--- src/hw/rtl/gmb_ram.sv ---
// Generic simple dual-port RAM, one write and one registered read port.
// No dependencies.
`timescale 1ns / 1ps

module gmb_ram #(
	parameter int WIDTH = 8,
	parameter int DEPTH = 256
) (
	input  logic                     clk,
	input  logic                     we,
	input  logic [$clog2(DEPTH)-1:0] waddr,
	input  logic [WIDTH-1:0]         wdata,
	input  logic [$clog2(DEPTH)-1:0] raddr,
	output logic [WIDTH-1:0]         rdata
);

	logic [WIDTH-1:0] mem [DEPTH];

	always_ff @(posedge clk) begin
		if (we) begin
			mem[waddr] <= wdata;
		end
		rdata <= mem[raddr];
	end

endmodule

--- config.mk ---
export PLATFORM = sky130hd
export DESIGN_NAME = gmb_ram
export DESIGN_NICKNAME = d
export VERILOG_FILES = /design/src/hw/rtl/gmb_ram.sv
export SDC_FILE = /design/constraint.sdc
export NUM_CORES = 2
export LEC_CHECK = 0
export ABC_AREA = 1
export BUFFER_PORTS_ARGS = -buffer_cell sky130_fd_sc_hd__buf_2
export CAP_MARGIN = 20
export CORE_MARGIN = 2
export CORE_UTILIZATION = 57
export DETAILED_ROUTE_END_ITERATION = 10
export PLACE_DENSITY_LB_ADDON = 0.15
export SLEW_MARGIN = 15
export SYNTH_ARGS = -nofsm -noshare
export SYNTH_HDL_FRONTEND = slang
export SYNTH_SLANG_ARGS = --single-unit
export TNS_END_PERCENT = 30
--- constraint.sdc ---
create_clock -name clk -period 1.5 [get_ports clk]
set_input_delay 0.075 -clock clk [delete_from_list [all_inputs] [get_ports clk]]
set_output_delay 0.075 -clock clk [all_outputs]
set_load 0.01 [all_outputs]
==> results.cfg <==
[clock_tree]
cts_tree = yes
clk_path_buf_depth = 3
cts_buffers = 200
clkLatencyLatePin_ns = 0.83
htree_levels = 4
cts-root-buf = clkbuf_16
cts.sinks = 2056
clk_pin_slew_worst_paths_ns = 0.06

[cells_and_area]
drive_gt1_share_pct = 19.0
final_nets = 7537
final_cell_area_um2 = 101000
fillers = 9922
area_growth_pct = 20.6
final_util_pct = 69.2
layout_commonest_cell = nand2_1
layout_common_cells = 2107 x nand2_1, 2048 x edfxtp_1, 1654 x nand3_1
stdcell_count = 9606

[synthesis]
ys_ff_latch = 2056
ys_types = 14
synth.cell_area_um2 = 83400
yosys_warnings = 0
synthTopCellsByArea = edfxtp_1 74%, nand3_1 12%, nand2_1 9.6%, buf_2 1.6%, nor2_1 1.3%
seq_area_frac_synth_pct = 73.9
synth_area_per_cell_um2 = 11.9
syn_nets = 7029
synth_top_cell_by_area = edfxtp_1
synth_cells = 7003
yosysTopAreaCellShare_pct = 73.7

[flow_run]
cap_violations = 0

[power_and_ir_drop]
power.density_nw_per_um2 = 1220
ir_worst_vdd_mv = 0.968
power.leakage_nw = 36.5

[place]
io_buffers = 33
routabilityCongestion = 0.908
placed_cell_area_um2 = 91500
place_inst = 9217
dp_hpwl_um = 147000

[die]
core_um2 = 145000
die_area_um2 = 149000
ios = 34
fp-row-count = 140
dieHeight_um = 387
initial_utilization_pct = 57.4
die_x_um = 387

[outcome]
status = complete, but fails checks
failed_checks = negative setup slack

[timing]
timing.final.crit_share_pct = 101
post-route-min-period_ns = 1.52
drv_slew = 0
hold_ws_ns = 0.0866
slew_headroom_pct = 57.9
rsz0062_at_grt = true
max_slew.worst_pin.slew_ns = 0.632
finalSetupViolCount = 2
clock.fmax_ghz = 0.657
tns_ns = -0.0398
skew_ns = 0.0305
hold_viol = 0
fin_ws_ns = -0.0219

[grt]
grt_max_degree = 59
overflow = 0
antenna_found_initial = 8
grt_pass1_wl_um = 352000
grt_pass1_vias = 55651
grt_use_total_pct = 31.5

[detailed_routing]
dr.first_iter.drc_count = 7849
drc = 0
postRouteAntennaNets = 0
vias_per_cell = 6.03
vias = 57924
drtPass1Iterations = 6
wl_per_cell_um = 24.7
totalWireLength_um = 237000

[worst_hold_path]
holdCritPathClass = input port to register

[setup_path]
critPathMostFrequentCell = nand2_1
crit_slowest_cell = edfxtp_1
arrival_ns = 2.24
worst_setup_path_end_kind = register
start_kind = register
worstSetupPathType = register to register
cp_cell_sequence = nand2_1 > nand3_1 > nand3_1 > nand3_2 > nand3_4 > nand3_2 > nand3_4 > nand2_1 > nand2_2 > nand2_1
crit_fanout = 1
slowest_delay_ns = 0.40
critPathRequiredTime_ns = 2.22
[state kept, by name, summed over array words and instances (netlist names)]
| name | flops |
|---|---|
| mem | 2048 |
| rdata | 8 |
[cells in the mapped netlist (all sizes together)]
library cell	number
inv	39
nand2	2123
clkbuf	112
nand3	2019
edfxtp	2048
nor2	283
dfxtp	8
buf	371
[per-layer routing]
layer | track usage (%) | part of all wire, %
met5 | 0 | 0.0059
met4 | 12.2 | 3.8
met3 | 5.53 | 11
met2 | 49.3 | 47
met1 | 44.6 | 38
[through the flow]
stage | power, mW | setup slack [ns]
after global routing | 126 | -0.0740
after detailed placement | 73.0 | -1.03
after global placement | 72.8 | -1.02
after CTS | 122 | -0.0301
final | 122 | -0.0219
after floorplan | 68.5 | -0.0665
[power by group]
part	total, mW	switching (mW)	internal (mW)
clock	49.8	21.1	28.7
combinational	9.22	6.27	2.95
sequential	63.4	0.102	63.3
[worst paths after layout]
check | to | startpoint | cells past startpoint | slack, ns
worst max register to register | rdata[5]$_DFF_P_ | mem[97][5]$_DFFE_PP_ | 10 | -0.02
worst max-delay path | rdata[5]$_DFF_P_ | mem[97][5]$_DFFE_PP_ | 10 | -0.02
worst min-delay path | mem[183][3]$_DFFE_PP_ | we | 5 | 0.09
worst min register to register | rdata[2]$_DFF_P_ | mem[149][2]$_DFFE_PP_ | 10 | 0.97
[kinds of logic (layout without fill, tap and decap cells)]
group / count (synthesis) / count (layout) / synth area share (%)
buffers and inverters: 522 / 1198 / 3.12
DFF: 2056 / 2056 / 73.9
other: 0 / 10 / 0
and+or+nand+nor: 4425 / 4425 / 22.9
[worst max-delay path, delay by kind of cell (launching register included)]
kind | cells | cell delay, ns
simple gates | 10 | 1.01
flops | 1 | 0.40
[cell type report]
type	instances	area (µm²)	area share, %
antenna	10	25.0	0.0249
multi-input combinational	4425	21500	21.4
timing repair buffer	789	8280	8.23
tap	1917	2400	2.38
clock inverter	113	1060	1.05
sequential	2056	61700	61.3
inverter	39	180	0.179
clock buffer	257	5450	5.42
[timing repair]
| action | CTS | global route |
|---|---|---|
| setup buffers | 0 | 0 |
| setup endpoints to repair | 16 | 9 |
| hold buffers | 9 | 3 |
| gates cloned | 0 | 0 |
| resized for setup | 229 | 246 |
| pin swaps | 41 | 117 |
| hold endpoints to repair | 2040 | 8 |
No activity file was read; power rests on OpenSTA's default activity.
