`config.mk`:
```
export PLATFORM = sky130hd
export DESIGN_NAME = gmb_slot_assign
export DESIGN_NICKNAME = d
export VERILOG_FILES = /design/src/hw/rtl/gmb_pkg.sv /design/src/hw/rtl/gmb_slot_assign.sv
export SDC_FILE = /design/constraint.sdc
export NUM_CORES = 1
export LEC_CHECK = 0
export BUFFER_PORTS_ARGS = -buffer_cell sky130_fd_sc_hd__buf_4
export CAP_MARGIN = 40
export CORE_MARGIN = 5
export CORE_UTILIZATION = 39
export DETAILED_ROUTE_END_ITERATION = 16
export PLACE_DENSITY = 0.81
export SLEW_MARGIN = 20
export SYNTH_ARGS = -nofsm -noshare
export SYNTH_HDL_FRONTEND = slang
export SYNTH_SLANG_ARGS = --single-unit
```
`constraint.sdc`:
```
create_clock -name vclk -period 4.15
set_input_delay 0.2075 -clock vclk [all_inputs]
set_output_delay 0.2075 -clock vclk [all_outputs]
set_load 0.01 [all_outputs]
```
`src/hw/rtl/gmb_pkg.sv`:
```
// Greedy meshlet builder: shared types and constants.
// Payload structs for both channels and the slot-assignment bundle.
// No dependencies.
`timescale 1ns / 1ps

package gmb_pkg;

	localparam int CORNER_W = 16;
	localparam int SLOT_W   = 8;
	localparam int LOCAL_W  = 6;
	localparam int COUNT_W  = 7;
	localparam int CFG_W    = 17;
	localparam int NUM_W    = 16;

	localparam logic [SLOT_W-1:0] SLOT_UNUSED = 8'hff;
	localparam logic [CFG_W-1:0]  CFG_RESET   = 17'd65536;

	localparam logic OP_TRI = 1'b0;
	localparam logic OP_END = 1'b1;

	typedef struct packed {
		logic                opcode;
		logic [CORNER_W-1:0] corner_a;
		logic [CORNER_W-1:0] corner_b;
		logic [CORNER_W-1:0] corner_c;
	} item_t;

	typedef struct packed {
		logic               closed;
		logic [COUNT_W-1:0] closed_vertices;
		logic [COUNT_W-1:0] closed_triangles;
		logic [NUM_W-1:0]   meshlet_number;
		logic [LOCAL_W-1:0] local_a;
		logic [LOCAL_W-1:0] local_b;
		logic [LOCAL_W-1:0] local_c;
		logic [2:0]         new_mask;
		logic               index_error;
	} result_t;

	typedef struct packed {
		logic [2:0][SLOT_W-1:0] slot;
		logic [2:0]             fresh;
	} slot_assign_t;

endpackage

```
`src/hw/rtl/gmb_slot_assign.sv`:
```
// Local slot assignment for the three corners of one triangle.
// Resolves repeated corners against earlier ones in a, b, c order. Uses gmb_pkg.
`timescale 1ns / 1ps

module gmb_slot_assign import gmb_pkg::*; #(
	parameter int VCAP = 64,
	parameter int VCW  = 7
) (
	input  logic [2:0][CORNER_W-1:0] corner,
	input  logic [2:0][SLOT_W-1:0]   slot_rd,
	input  logic                     cleared,
	input  logic [VCW-1:0]           vcnt,
	output slot_assign_t             asg
);

	localparam logic [VCW-1:0] VCAP_V = VCW'(VCAP);

	logic [2:0]     unused;
	logic [VCW-1:0] base1;
	logic [VCW-1:0] base2;

	always_comb begin
		for (int k = 0; k < 3; k++) begin
			unused[k] = cleared || (slot_rd[k] == SLOT_UNUSED);
		end

		asg.fresh[0] = unused[0] && (vcnt < VCAP_V);
		asg.slot[0]  = asg.fresh[0] ? SLOT_W'(vcnt) :
			(unused[0] ? SLOT_UNUSED : slot_rd[0]);
		base1 = vcnt + VCW'(asg.fresh[0]);

		if (corner[1] == corner[0]) begin
			asg.fresh[1] = 1'b0;
			asg.slot[1]  = asg.slot[0];
		end else begin
			asg.fresh[1] = unused[1] && (base1 < VCAP_V);
			asg.slot[1]  = asg.fresh[1] ? SLOT_W'(base1) :
				(unused[1] ? SLOT_UNUSED : slot_rd[1]);
		end
		base2 = base1 + VCW'(asg.fresh[1]);

		if (corner[2] == corner[0]) begin
			asg.fresh[2] = 1'b0;
			asg.slot[2]  = asg.slot[0];
		end else if (corner[2] == corner[1]) begin
			asg.fresh[2] = 1'b0;
			asg.slot[2]  = asg.slot[1];
		end else begin
			asg.fresh[2] = unused[2] && (base2 < VCAP_V);
			asg.slot[2]  = asg.fresh[2] ? SLOT_W'(base2) :
				(unused[2] ? SLOT_UNUSED : slot_rd[2]);
		end
	end

endmodule

```
==> qor.csv <==
metric,value,unit
status,"complete, no violations",
start_util,40.1,%
ios,107,
antenna_found_initial,0,
ys_top_cells_by_count,"xnor2_1 (38), nor2_1 (25), xor2_1 (19)",
port_buffers,107,
cp_max_fo,6,
endpoint_kind,output port,
avgSynthCellArea,7.01,um^2
placedCellCount,361,
nFillCells,332,
wl_met3,450,um
crit_path_top_delay_cell,or3b_4,
max_stage_delay,0.40,ns
ir_drop,0.0000598,V
arrival,3.79,ns
drv_cap,0,
routed_wirelength,5980,um
antenna_cells,0,
top_layer,met4,
seqCellArea,0,um^2
dpl.hpwl,5030,um
gr-total-overflow,0,
intPower,0.146,mW
maxSlewHeadroom,56.3,%
hp-class,in -> out,
drt_iter0_drc,140,
synth.net_count,292,
seq_cells,0,
power,0.268,mW
swShare,45.5,%
grt_pass1_wl,9180,um
instances_no_fill,365,
antenna_left,0,
whs,0.778,ns
fin_crit,4.00,ns
gp_congestion,0.887,
grt_max_degree,24,
switchingPower,0.122,mW
fmax,250,MHz
grtUsageTotal,21.6,%
power_density,107,nW/um^2
syn_area,1460,um^2
pwr-share-comb,100.0,%
crit_cells,19,
yosysMostFrequentCell,xnor2_1,
drive_above_1_share,47.0,%
p_clk_share,0,%
path_class,in -> out,
wire_per_inst,16.4,um
setup_violations,0,
area_growth,72.1,%
drt_drc_violations_left,0,
routed_via_density,5.44,
p_leak,1.10,nW
m1WireLength,2460,um
hold_violations,0,
dr.pass1.iters,4,
path_cells,"buf_4, nand4_1, o21bai_4, nor2b_4, ha_4, ha_2, nand3_2, o21a_1, or3_4, and2b_2, ha_4, ha_4, nand3_2, or3b_4, o32ai_4, a2111oi_1, buf_4, a221o_1, buf_4",
finalCritPeriodShare,96.4,%
die_w,71.1,um
p_seq_share,0,%
dr_wl_met2,2970,um
synth_top_area_cell,xnor2_1,
placed_area,2400,um^2
cp_top_family,simple AND/OR/NAND/NOR gates,
die_h,71.1,um
utilization,69.0,%
synth_top_area_share,22.8,%
postSynthCellCount,208,
core,3630,um^2
synth_cell_types,46,
crit_buf_inv,3,
cp-start-kind,input pin,
dieArea,5060,um^2
cp.required,3.94,ns
slew_viol_final,0,
holdPathStages,4,
tightest_slew,0.655,ns
synth.yosys.warnings,0,
via_count,1984,
clkbuf_count,0,
ys_seq_area_share,0,%
synth.area.top_cells,"xnor2_1 (23%), xor2_1 (11%), nor2_1 (6.4%), nand4_1 (6.0%), o21bai_1 (3.6%)",
fin_area,2510,um^2
num-nets-final,403,
core.rowCount,22,
grt_pass1_vias,1936,
-- routing by layer --
metal	GRT usage, %	vias up
met5	0	-
met4	2.30	0
met3	1.85	12
met2	38.7	86
met1	28.8	904
li1	-	982
-- power by group through the flow --
stage	Combinational [mW]	Clock (mW)	Sequential, mW
after CTS	0.256	0	0
after detailed placement	0.254	0	0
after global routing	0.289	0	0
final	0.268	0	0
after floorplan	0.122	0	0
after global placement	0.251	0	0
-- cell usage in the layout (no fill, tap or decap), types with 3 or more instances in the layout --
cell,instances
o21bai_1,6
nand2_1,7
nor3_1,6
nor2_1,25
nor4_1,5
o221a_2,4
ha_4,3
nand4_1,14
or2_2,3
o21a_1,3
o31ai_2,4
inv_1,9
xnor2_1,37
a22oi_1,4
buf_4,119
mux2i_1,4
a21oi_1,9
xor2_1,19
-- through the flow --
| stage | TNS (ns) | worst slack (ns) |
|---|---|---|
| 6_report | 0 | 0.149 |
| 2_1_floorplan | 0 | 0.00723 |
| 5_1_grt | -0.0197 | -0.0197 |
| 4_1_cts | 0 | 0.00477 |
| 3_3_place_gp | 0 | 0.0567 |
| 3_5_place_dp | -0.0492 | -0.0419 |
-- tightest hold or removal path, delay by kind of cell --
kind     cells  cell delay (ns)
buf+inv      3             0.26
mux          1             0.10
-- area by class of cell --
| cell class | count | area, um^2 | share of cell area (%) |
|---|---|---|---|
| multi-input cells | 189 | 1520 | 60.6 |
| inverters | 9 | 33.8 | 1.35 |
| well taps | 48 | 60.1 | 2.39 |
| repair buffers | 119 | 893 | 35.6 |
-- cells by family after synthesis --
| family | synth area share (%) |
|---|---|
| buffers and inverters | 5.32 |
| and+or+nand+nor | 28.5 |
| adders and majority gates | 3.43 |
| AOI/OAI and AO/OA | 24.2 |
| xor gates and xnor gates | 34.2 |
| muxes | 4.29 |
-- worst paths after layout --
path	from	to	slack (ns)
hold / removal	slot_rd[6]	asg[9]	0.78
setup / recovery	slot_rd[3]	asg[23]	0.15
-- what timing repair did --
action                     4_1_cts  5_1_grt
hold buffers                     0        0
setup endpoints to repair        2        9
buffers inserted                 0        4
pin swaps                        0        6
gates resized for setup          2       10
No activity file was read; power rests on OpenSTA's default activity.
